===== src/design/fqir_pkg.sv =====
`timescale 1ns / 1ps
// ----------------------------------------------------------------------------
// fqir_pkg: shared types and constants for the queue with indexed remove
// Operation codes, stream field layout and the per-cell control bundle.
// ----------------------------------------------------------------------------
package fqir_pkg;

  typedef enum logic [1:0] {
    OP_ENQUEUE = 2'd0,
    OP_DEQUEUE = 2'd1,
    OP_DISCARD = 2'd2,
    OP_NOP     = 2'd3
  } fqir_op_e;

  // Field widths of the stream payloads
  localparam int unsigned OP_W    = 2;
  localparam int unsigned VALUE_W = 32;
  localparam int unsigned POS_W   = 4;
  localparam int unsigned HEAD_W  = 32;
  localparam int unsigned COUNT_W = 5;

  // Input tdata: operation, value, position (lowest first), padded to bytes
  localparam int unsigned IN_OP_LSB   = 0;
  localparam int unsigned IN_VAL_LSB  = IN_OP_LSB + OP_W;
  localparam int unsigned IN_POS_LSB  = IN_VAL_LSB + VALUE_W;
  localparam int unsigned IN_USED_W   = IN_POS_LSB + POS_W;
  localparam int unsigned IN_TDATA_W  = ((IN_USED_W + 7) / 8) * 8;

  // Output tdata: head_value, count, is_empty, error (lowest first)
  localparam int unsigned OUT_HEAD_LSB  = 0;
  localparam int unsigned OUT_CNT_LSB   = OUT_HEAD_LSB + HEAD_W;
  localparam int unsigned OUT_EMPTY_BIT = OUT_CNT_LSB + COUNT_W;
  localparam int unsigned OUT_ERR_BIT   = OUT_EMPTY_BIT + 1;
  localparam int unsigned OUT_USED_W    = OUT_ERR_BIT + 1;
  localparam int unsigned OUT_TDATA_W   = ((OUT_USED_W + 7) / 8) * 8;

  // Per-cell control: load takes the new element, shift takes the neighbor
  typedef struct packed {
    logic load;
    logic shift;
  } fqir_cell_ctrl_t;

endpackage


===== src/design/fqir_cell.sv =====
`timescale 1ns / 1ps
// ----------------------------------------------------------------------------
// fqir_cell: one storage cell of the queue chain
// Holds one element; loads a new element, takes its upper neighbor, or holds.
// ----------------------------------------------------------------------------
module fqir_cell #(
  parameter int unsigned ELEM_WIDTH = 32
) (
  input  logic                           clk_i,
  input  fqir_pkg::fqir_cell_ctrl_t      ctrl_i,
  input  logic [ELEM_WIDTH-1:0]          load_data_i,
  input  logic [ELEM_WIDTH-1:0]          next_data_i,
  output logic [ELEM_WIDTH-1:0]          data_o,
  output logic [ELEM_WIDTH-1:0]          data_nxt_o
);

  logic [ELEM_WIDTH-1:0] data_q;
  logic [ELEM_WIDTH-1:0] data_d;

  always_comb begin
    if (ctrl_i.load) begin
      data_d = load_data_i;
    end else if (ctrl_i.shift) begin
      data_d = next_data_i;
    end else begin
      data_d = data_q;
    end
  end

  // payload only, no reset needed
  always_ff @(posedge clk_i) begin
    data_q <= data_d;
  end

  assign data_o     = data_q;
  assign data_nxt_o = data_d;

endmodule


===== src/design/fifo_queue_with_indexed_remove_top.sv =====
`timescale 1ns / 1ps
// ----------------------------------------------------------------------------
// fifo_queue_with_indexed_remove_top: bounded FIFO with remove-at-position
// A chain of DEPTH cells, cell 0 being the head. Each input transfer carries
// one operation; each produces exactly one status transfer.
// ----------------------------------------------------------------------------
//
// Channel   Dir  Handshake                 Payload (tdata, lowest bit first)
// s_axis    in   s_axis_tvalid/tready      operation[1:0], value[33:2],
//                                          position[37:34], zero pad [39:38]
// m_axis    out  m_axis_tvalid/tready      head_value[31:0], count[36:32],
//                                          is_empty[37], error[38], pad [39]
//
// Cycles: one operation per clock. The whole cell chain updates in the cycle
//   of the input transfer (enqueue loads cell[count], remove shifts every
//   cell at or above the position down by one) and the status lands in the
//   output register at the same edge.
// Stalls: s_axis_tready_o is high while the output register is empty or is
//   being drained in the same cycle, so a back-pressured output stalls input.
// Reset: rst_ni (async, low) clears the element count and the output valid.
//   Cell contents are not reset; only cells below the count are ever read.
// ----------------------------------------------------------------------------
module fifo_queue_with_indexed_remove_top #(
  parameter int unsigned DEPTH      = 16,
  parameter int unsigned ELEM_WIDTH = 32
) (
  input  logic                                clk_i,
  input  logic                                rst_ni,
  // input transfers: operation, value, position
  input  logic                                s_axis_tvalid_i,
  output logic                                s_axis_tready_o,
  input  logic [fqir_pkg::IN_TDATA_W-1:0]     s_axis_tdata_i,
  // status transfers: head_value, count, is_empty, error
  output logic                                m_axis_tvalid_o,
  input  logic                                m_axis_tready_i,
  output logic [fqir_pkg::OUT_TDATA_W-1:0]    m_axis_tdata_o
);

  localparam int unsigned CNT_W = $clog2(DEPTH + 1);
  // compare width for positions, counts and cell indexes
  localparam int unsigned CMP_W = (CNT_W > fqir_pkg::POS_W) ? CNT_W : fqir_pkg::POS_W;

  // --------------------------------------------------------------------------
  // Input field decode
  // --------------------------------------------------------------------------
  logic                               in_fire;
  fqir_pkg::fqir_op_e                 op;
  logic signed [fqir_pkg::VALUE_W-1:0] in_value;
  logic [fqir_pkg::POS_W-1:0]         in_pos;

  assign op       = fqir_pkg::fqir_op_e'(
                      s_axis_tdata_i[fqir_pkg::IN_OP_LSB +: fqir_pkg::OP_W]);
  assign in_value = s_axis_tdata_i[fqir_pkg::IN_VAL_LSB +: fqir_pkg::VALUE_W];
  assign in_pos   = s_axis_tdata_i[fqir_pkg::IN_POS_LSB +: fqir_pkg::POS_W];

  // --------------------------------------------------------------------------
  // Occupancy and operation decisions
  // --------------------------------------------------------------------------
  logic [CNT_W-1:0] count_q;
  logic [CNT_W-1:0] count_d;
  logic             full;
  logic             empty;
  logic             pos_ok;
  logic             do_enq;
  logic             do_rem;
  logic             op_err;
  logic [CMP_W-1:0] rem_pos;

  assign full   = (count_q == CNT_W'(DEPTH));
  assign empty  = (count_q == '0);
  // count never exceeds DEPTH, so this also covers positions past the chain
  assign pos_ok = (CMP_W'(in_pos) < CMP_W'(count_q));

  always_comb begin
    do_enq  = 1'b0;
    do_rem  = 1'b0;
    op_err  = 1'b0;
    rem_pos = '0;
    case (op)
      fqir_pkg::OP_ENQUEUE: begin
        do_enq = !full;
        op_err = full;
      end
      fqir_pkg::OP_DEQUEUE: begin
        do_rem = !empty;
        op_err = empty;
      end
      fqir_pkg::OP_DISCARD: begin
        do_rem  = pos_ok;
        op_err  = !pos_ok;
        rem_pos = CMP_W'(in_pos);
      end
      default: begin
        // no operation
      end
    endcase
  end

  always_comb begin
    count_d = count_q;
    if (do_enq) begin
      count_d = count_q + CNT_W'(1);
    end else if (do_rem) begin
      count_d = count_q - CNT_W'(1);
    end
  end

  // --------------------------------------------------------------------------
  // Cell chain
  // --------------------------------------------------------------------------
  logic signed [ELEM_WIDTH-1:0] elem_in;
  logic [ELEM_WIDTH-1:0]        cell_q   [DEPTH];
  logic [ELEM_WIDTH-1:0]        cell_nxt [DEPTH];

  // value truncated or sign extended to the element width
  assign elem_in = ELEM_WIDTH'(in_value);

  for (genvar gi = 0; gi < DEPTH; gi++) begin : g_cell
    fqir_pkg::fqir_cell_ctrl_t cell_ctrl;
    logic [ELEM_WIDTH-1:0]     upper;

    assign cell_ctrl.load  = in_fire && do_enq && (count_q == CNT_W'(gi));
    assign cell_ctrl.shift = in_fire && do_rem && (CMP_W'(gi) >= rem_pos);

    if (gi == DEPTH - 1) begin : g_top
      assign upper = cell_q[gi];
    end else begin : g_mid
      assign upper = cell_q[gi+1];
    end

    fqir_cell #(
      .ELEM_WIDTH (ELEM_WIDTH)
    ) u_cell (
      .clk_i       (clk_i),
      .ctrl_i      (cell_ctrl),
      .load_data_i (elem_in),
      .next_data_i (upper),
      .data_o      (cell_q[gi]),
      .data_nxt_o  (cell_nxt[gi])
    );
  end

  // --------------------------------------------------------------------------
  // Status register
  // --------------------------------------------------------------------------
  logic signed [ELEM_WIDTH-1:0]       head_elem;
  logic [fqir_pkg::HEAD_W-1:0]        head_d;
  logic                               m_valid_q;
  logic [fqir_pkg::HEAD_W-1:0]        out_head_q;
  logic [fqir_pkg::COUNT_W-1:0]       out_count_q;
  logic                               out_empty_q;
  logic                               out_err_q;

  assign head_elem = cell_nxt[0];
  assign head_d    = (count_d != '0) ? fqir_pkg::HEAD_W'(head_elem) : '0;

  assign s_axis_tready_o = !m_valid_q || m_axis_tready_i;
  assign in_fire         = s_axis_tvalid_i && s_axis_tready_o;

  always_ff @(posedge clk_i or negedge rst_ni) begin
    if (!rst_ni) begin
      count_q   <= '0;
      m_valid_q <= 1'b0;
    end else begin
      if (in_fire) begin
        count_q   <= count_d;
        m_valid_q <= 1'b1;
      end else if (m_axis_tready_i) begin
        m_valid_q <= 1'b0;
      end
    end
  end

  always_ff @(posedge clk_i) begin
    if (in_fire) begin
      out_head_q  <= head_d;
      out_count_q <= fqir_pkg::COUNT_W'(count_d);
      out_empty_q <= (count_d == '0);
      out_err_q   <= op_err;
    end
  end

  assign m_axis_tvalid_o = m_valid_q;

  always_comb begin
    m_axis_tdata_o = '0;
    m_axis_tdata_o[fqir_pkg::OUT_HEAD_LSB +: fqir_pkg::HEAD_W] = out_head_q;
    m_axis_tdata_o[fqir_pkg::OUT_CNT_LSB +: fqir_pkg::COUNT_W] = out_count_q;
    m_axis_tdata_o[fqir_pkg::OUT_EMPTY_BIT]                    = out_empty_q;
    m_axis_tdata_o[fqir_pkg::OUT_ERR_BIT]                      = out_err_q;
  end

  // --------------------------------------------------------------------------
  // Assertions
  // --------------------------------------------------------------------------
  a_count_bound: assert property (@(posedge clk_i) disable iff (!rst_ni)
    count_q <= CNT_W'(DEPTH))
    else $error("element count above depth");

  a_full_refused: assert property (@(posedge clk_i) disable iff (!rst_ni)
    in_fire && (op == fqir_pkg::OP_ENQUEUE) && full
    |=> m_valid_q && out_err_q && (count_q == $past(count_q)))
    else $error("enqueue on full queue not refused");

  a_nop_clean: assert property (@(posedge clk_i) disable iff (!rst_ni)
    in_fire && (op == fqir_pkg::OP_NOP)
    |=> !out_err_q && (count_q == $past(count_q)))
    else $error("no-operation changed state or flagged error");

  a_empty_match: assert property (@(posedge clk_i) disable iff (!rst_ni)
    m_valid_q |-> (out_empty_q == (count_q == '0)))
    else $error("empty flag disagrees with count");

endmodule

===== config.mk =====
export PLATFORM = sky130hd
export DESIGN_NAME = fifo_queue_with_indexed_remove_top
export DESIGN_NICKNAME = d
export VERILOG_FILES = /design/src/design/fqir_pkg.sv /design/src/design/fqir_cell.sv /design/src/design/fifo_queue_with_indexed_remove_top.sv
export SDC_FILE = /design/constraint.sdc
export NUM_CORES = 1
export LEC_CHECK = 0
export BUFFER_PORTS_ARGS = -buffer_cell sky130_fd_sc_hd__buf_2
export CORE_AREA = 4 4 213 215
export CTS_BUF_LIST = sky130_fd_sc_hd__clkbuf_4 sky130_fd_sc_hd__clkbuf_8 sky130_fd_sc_hd__clkbuf_16
export CTS_CLUSTER_DIAMETER = 150
export CTS_CLUSTER_SIZE = 40
export DETAILED_ROUTE_END_ITERATION = 8
export DIE_AREA = 0 0 217 219
export GPL_TIMING_DRIVEN = 0
export PLACE_DENSITY_LB_ADDON = 0.3
export RECOVER_POWER = 50
export SYNTH_ARGS = -nofsm -noshare
export SYNTH_HDL_FRONTEND = slang
export SYNTH_SLANG_ARGS = --single-unit

===== constraint.sdc =====
create_clock -name clk_i -period 5.2 [get_ports clk_i]
set_input_delay 0.78 -clock clk_i [delete_from_list [all_inputs] [get_ports clk_i]]
set_output_delay 0.78 -clock clk_i [all_outputs]
set_load 0.01 [all_outputs]

=== Word-level counts from Yosys, hierarchy flattened ===
Index checks and enable logic that the tools add are counted.

* Add/subtract/negate cells: 2
* $lt $le $gt $ge: 16
* Eq/ne operators: 18
* Multiplexer cells: 38
* Reduce and logical (&&, ||, !) cells: 58

{| class="wikitable"
|+ Operators by type and width
! operator !! number
|-
| $mux W32 || 30
|-
| $eq A5 B4 Y1 const B || 8
|-
| $ge A4 B5 Y1 const A || 7
|-
| $logic_and A1 B1 Y1 || 34
|-
| $reduce_bool A2 Y1 || 15
|-
| $eq A5 B3 Y1 const B || 4
|-
| $ge A3 B5 Y1 const A || 4
|-
| $eq A5 B2 Y1 const B || 2
|-
| $ge A1 B5 Y1 const A || 2
|-
| $ge A2 B5 Y1 const A || 2
|-
| $logic_not A5 Y1 || 2
|-
| $mux W5 || 2
|-
| $add A5 B1 Y5 const B || 1
|-
| $eq A5 B1 Y1 const B || 1
|-
| $eq A5 B5 Y1 const B || 1
|-
| $lt A4 B5 Y1 || 1
|-
| $reduce_bool A5 Y1 || 1
|-
| $sub A5 B1 Y5 const B || 1
|-
| $logic_not A1 Y1 || 4
|-
| $mux W4 || 1
|-
| $mux W1 || 3
|-
| $pmux W1 S3 || 1
|-
| $eq A2 B1 Y1 const B || 1
|-
| $eq A2 B2 Y1 const B || 1
|-
| other kinds (3) || 3
|}

* Register bits after elaboration: 557
* Bits of input ports: 44
* Output and inout port bits: 42
* Logic and storage cells: 154

=== Longest topological paths before layout ===
* Depth in word-level cells: 7
* Depth in mapped cells: 11
* Gate-level depth less buffers: 9

=== Modules after synthesis ===
From an unflattened synthesis, not the netlist that was laid out.

* Cells, all modules: 2489
* Area, all modules: 24612.4 sq um

{| class="wikitable"
|+ By module, submodules not included
! module !! times used !! cells an instance !! area each (sq um) !! seq. area each (sq um)
|-
| fqir_cell || 16 || 139 || 1355.0 || 640.6
|-
| fifo_queue_with_indexed_remove_top || 1 || 265 || 2931.6 || 1321.3
|}

=== Worst setup path after synthesis ===
OpenSTA, ideal clock, no wires.

* Kind: in2reg
* From: in s_axis_tdata_i[0] (netlist name)
* To: reg g_cell[10].u_cell.data_q[0] (enable)
* Library setup time: 466 ps
* Arrival time: 4013 ps
* Required time: 4734 ps
* Path slack: 721 ps
* Stages: 7
* Buffers on the path: 2
* Cell sequence: inv_1 ha_1 clkbuf_1 and3_1 clkbuf_1 nand2_1 o21ai_0

* Word-level cells in the longest chain between the ends: 5
* Elaborated cells between the ends (all ways): 12
* Classes of those cells: order compare: 1; eq/ne: 2; mux: 3; reduce/logical: 6

{| class="wikitable"
|+ RTL lines
! element !! RTL line !! text
|-
| start: declaration || fifo_queue_with_indexed_remove_top.sv:32 || <nowiki>input logic [fqir_pkg::IN_TDATA_W-1:0] s_axis_tdata_i,</nowiki>
|-
| $eq A2 B2 Y1, or another cell as far along || fifo_queue_with_indexed_remove_top.sv:79 || <nowiki>case (op)</nowiki>
|-
| $mux W4, or another cell as far along || fifo_queue_with_indexed_remove_top.sv:79 ||
|-
| $ge A4 B5 Y1, or another cell as far along || fifo_queue_with_indexed_remove_top.sv:123 || <nowiki>assign cell_ctrl.shift = in_fire && do_rem && (CMP_W'(gi) >= rem_pos);</nowiki>
|-
| $logic_and A1 B1 Y1, on equally long branches || fifo_queue_with_indexed_remove_top.sv:123, fifo_queue_with_indexed_remove_top.sv:122 ||
|-
| $reduce_bool A2 Y1 (no line) (*) || n/a ||
|-
| end signal: assignment || fqir_cell.sv:32 || <nowiki>data_q <= data_d;</nowiki>
|-
| end: declaration || fqir_cell.sv:17 || <nowiki>logic [ELEM_WIDTH-1:0] data_q;</nowiki>
|}

Mark *: on every way between the ends. The rest lies on a longest branch, timed or not.
A chain may end at the register's enable or synchronous reset.

=== Worst setup path after layout ===
* From: reg count_q[3]
* To: reg out_head_q[21] (netlist name) (data pin)

* Word-level cells in the longest chain between the ends: 7
* Elaborated cells between the ends (all ways): 18
* Classes of those cells: add/sub: 2; order compare: 1; eq/ne: 1; mux: 6; reduce/logical: 8

{| class="wikitable"
|+ RTL lines
! element !! RTL line !! text
|-
| start: declaration || fifo_queue_with_indexed_remove_top.sv:59 || <nowiki>logic [CNT_W-1:0] count_q;</nowiki>
|-
| start signal: assignment || fifo_queue_with_indexed_remove_top.sv:166 || <nowiki>count_q <= count_d;</nowiki>
|-
| parallel branches: the longest is 7 deep, another holds $lt A4 B5 Y1 || n/a ||
|-
| end signal: assignment || fifo_queue_with_indexed_remove_top.sv:176 || <nowiki>out_head_q <= head_d;</nowiki>
|-
| end: declaration || fifo_queue_with_indexed_remove_top.sv:149 || <nowiki>logic [fqir_pkg::HEAD_W-1:0] out_head_q;</nowiki>
|}

Parallel ways; which one is timed is not known.

==> flow_metrics.tcl <==
set metrics [dict create \
    startpoint "count_q[3]" \
    drtIter0Drc 1357 \
    cts_buffer_depth 3 \
    switching_share_pct 24.7 \
    reg2reg_from "count_q[3]" \
    rsz0062_at_grt "false" \
    grt_max_degree 42 \
    antenna_found_initial 0 \
    syn_area_per_cell_um2 17.0 \
    synth-compound-area-share_pct 3.35 \
    grt.total_usage_pct 22.2 \
    grt_pass1_wl_um 79500 \
    clock_power_share_pct 22.5 \
    ys_seq_area_share_pct 69.1 \
    layout.nets 1565 \
    die-height_um 219 \
    leakagePower_uw 0.00807 \
    drc_errors 0 \
    finalCriticalPeriod_ps 4660 \
    max_freq_mhz 215 \
    max-slew-margin-rel_pct -95.3 \
    comb_power_share_pct 14.5 \
    skew_ps 26.3 \
    required_ps 5500 \
    syn2layout_area_growth_pct 7.97 \
    initial_core_util_pct 54.2 \
    cpMaxStageDelayCell "a21oi_1" \
    yosysUniqueCellTypes 49 \
    synth_top_area_share_pct 65.8 \
    worst_pin_slew_ps 2900 \
    rows 77 \
    stdcell_count 2111 \
    viasPerCell 5.90 \
    finalSetupViolCount 0 \
    drive_gt1_share_pct 25.5 \
    crit_family "compound AO/OA/AOI/OAI gates" \
    floorplan.die_area_um2 47500 \
    vias 12500 \
    synth_area_leader_cell "edfxtp_1" \
    port_buffers 82 \
    p_int_uw 6580 \
    grt_pass1_vias 12600 \
    status "finished with violations" \
    diodes 0 \
    cts_tree "yes" \
    cts.sinks 557 \
    p_sw_uw 2160 \
    first_pass_iters 5 \
    cts_made_buffers 17 \
    vdd_ir_drop_max_mv 0.259 \
    crit_chain "clkbuf_1 > inv_1 > ha_1 > o21a_1 > a21oi_1 > o211ai_1 > a21oi_1 > clkbuf_1 > mux2i_1 > a211oi_1" \
    fp.dieW_um 217 \
    wl_per_cell_um 25.0 \
    dpl.cell_count 2080 \
    htree_levels 1 \
    fin_crit_sh_pct 89.6 \
    overflow 0 \
    ys_seq_elements 557 \
    crit_buf_inv 3 \
    insertion_delay_ps 570 \
    hp-class "input pin to register" \
    coreArea_um2 43700 \
    synth_mux_area_share_pct 22.7 \
    ys_warn_count 0 \
    cp.arrival_ps 4970 \
    cp-start-kind "register" \
    clockRootBuffer "clkbuf_16" \
    slowest_delay_ps 840 \
    drv_cap 7 \
    synth-adder-area-share_pct 0.687 \
    synth-xor-area-share_pct 0 \
    wirelength_um 52700 \
    total_power_uw 8740 \
    hold_start "s_axis_tvalid_i" \
    synth-simple-area-share_pct 2.14 \
    antenna_left 0 \
    slew_violations 126 \
    syn-cell-area_um2 23700 \
    ctsResizeCount 0 \
    clk_pin_slew_ps 160 \
    synth_top_family_by_area "multiplexers" \
    synth_nets 1448 \
    io_pins 86 \
    hold_violations 0 \
    critPathKind "register to register" \
    violations "capacitance limit, slew limit" \
    worstPathMaxFanout 10 \
    synthTopCellsByArea "edfxtp_1 66%, mux2_2 15%, mux2_1 6.2%" \
    pwr_density_cell_nw_per_um2 342 \
    seqPwrFrac_pct 63.0 \
    end_kind "register" \
    syn_inst 1391 \
    stdcell_area_um2 25600 \
    place_hpwl_um 35400 \
    gp_congestion 0.852 \
    place_area_um2 25300 \
]
==> metrics by stage <==
stage / setup TNS [ps] / setup WS [ps] / utilization [%] / hold WS (ps)
2_1_floorplan: 0 / 721 / - / 484
3_3_place_gp: -208140 / -2010 / 56.8 / 499
3_5_place_dp: 0 / 236 / 57.8 / 511
4_1_cts: 0 / 850 / 59.0 / 0.337
5_1_grt: 0 / 319 / 58.5 / 381
6_report: 0 / 539 / 58.5 / 396
==> routing by layer <==
| layer | up-vias | GRT usage (%) | part of all wire, % |
|---|---|---|---|
| met5 | - | 0 | 0 |
| met4 | 0 | 3.88 | 1.8 |
| met3 | 68 | 2.37 | 5.8 |
| met2 | 412 | 39.1 | 50 |
| met1 | 6407 | 30.6 | 42 |
| li1 | 5578 | - | - |
==> timing repair <==
action,CTS,global route
hold endpoints to repair,0,6
hold buffers,0,1
buffers inserted,0,0
==> final cells by class <==
cell class / count / area (µm²)
Buffer: 103 / 432
Clock buffer: 28 / 508
Inverter: 8 / 30.0
Fill cell: 3432 / 18200
Timing Repair Buffer: 98 / 641
Multi-Input combinational cell: 723 / 6840
Tap cell: 592 / 741
Sequential cell: 557 / 16400
Clock inverter: 2 / 13.8
==> power groups by stage <==
stage	sequential (µW)	clock (µW)	combinational, µW
floorplan	5620	0	806
global placement	5620	0	1210
detailed placement	5610	0	1320
CTS	5510	2000	1320
global route	5550	2160	1390
finish	5510	1970	1270
==> synth_stat cells, drive strengths merged <==
master   count
buf         11
a21oi       41
and3         5
a31oi        3
edfxtp     519
ha          13
o21a         2
or2          1
dfrtp        6
o211ai       3
conb         1
inv          8
nor4         2
mux2i       32
a221o        2
or3          1
o21ai       15
a211oi      33
o31ai        1
a211o        1
a2111o       1
nand3        5
o22ai        5
nor3b        1
nand2       20
nand2b       5
nor2        55
nand4        3
o2111ai      2
nor2b        2
a2111oi      1
and4bb       1
a21o        10
clkbuf      92
or4b         1
dfxtp       32
or4          2
mux2       449
o311a        1
and2         3
==> worst paths after layout <==
path	slack, ps	cells past startpoint	end
max in group asynchronous	4340	2	count_q[1]
min in group asynchronous	600	2	m_axis_tvalid_o
hold / removal	400	2	m_axis_tvalid_o
setup reg to reg	540	10	out_head_q[21]
setup / recovery	540	10	out_head_q[21]
hold reg to reg	530	1	g_cell[12].u_cell.data_o[0]
==> worst register-to-register path, stage by stage (launching register included) <==
cell and delay (ps):
dfrtp_1 410, clkbuf_1 340, inv_1 180, ha_1 300, o21a_1 130, a21oi_1 400, o211ai_1 330, a21oi_1 840
clkbuf_1 750, mux2i_1 220, a211oi_1 500
==> cells in the final DEF (no fill, tap or decap), types with 4 or more instances in the layout <==
| cell | count |
|---|---|
| a211oi_1 | 33 |
| a21o_2 | 7 |
| a21oi_1 | 41 |
| and3_1 | 5 |
| buf_12 | 7 |
| buf_16 | 6 |
| buf_2 | 8 |
| buf_6 | 4 |
| clkbuf_1 | 171 |
| clkbuf_16 | 17 |
| clkbuf_4 | 12 |
| dfrtp_1 | 6 |
| dfxtp_1 | 32 |
| edfxtp_1 | 519 |
| ha_1 | 13 |
| inv_1 | 7 |
| mux2_1 | 132 |
| mux2_2 | 317 |
| mux2i_1 | 32 |
| nand2_1 | 20 |
| nand2b_1 | 5 |
| nand3_1 | 5 |
| nor2_1 | 55 |
| o21ai_0 | 12 |
| o22ai_1 | 5 |
==> registers in the layout, indices dropped and copies added, names as in the netlist <==
| name | cells |
|---|---|
| out_empty_q | 1 |
| out_count_q | 5 |
| out_err_q | 1 |
| g_cell.u_cell.data_o | 512 |
| m_axis_tvalid_o | 1 |
| out_head_q | 32 |
| count_q | 5 |
==> cells by family after synthesis <==
family / after synthesis
compound gates: 121
fa+ha+maj: 13
buf+inv: 111
flops: 557
mux: 481
other cells: 1
simple gates: 107
(Power assumes the default switching activity.)
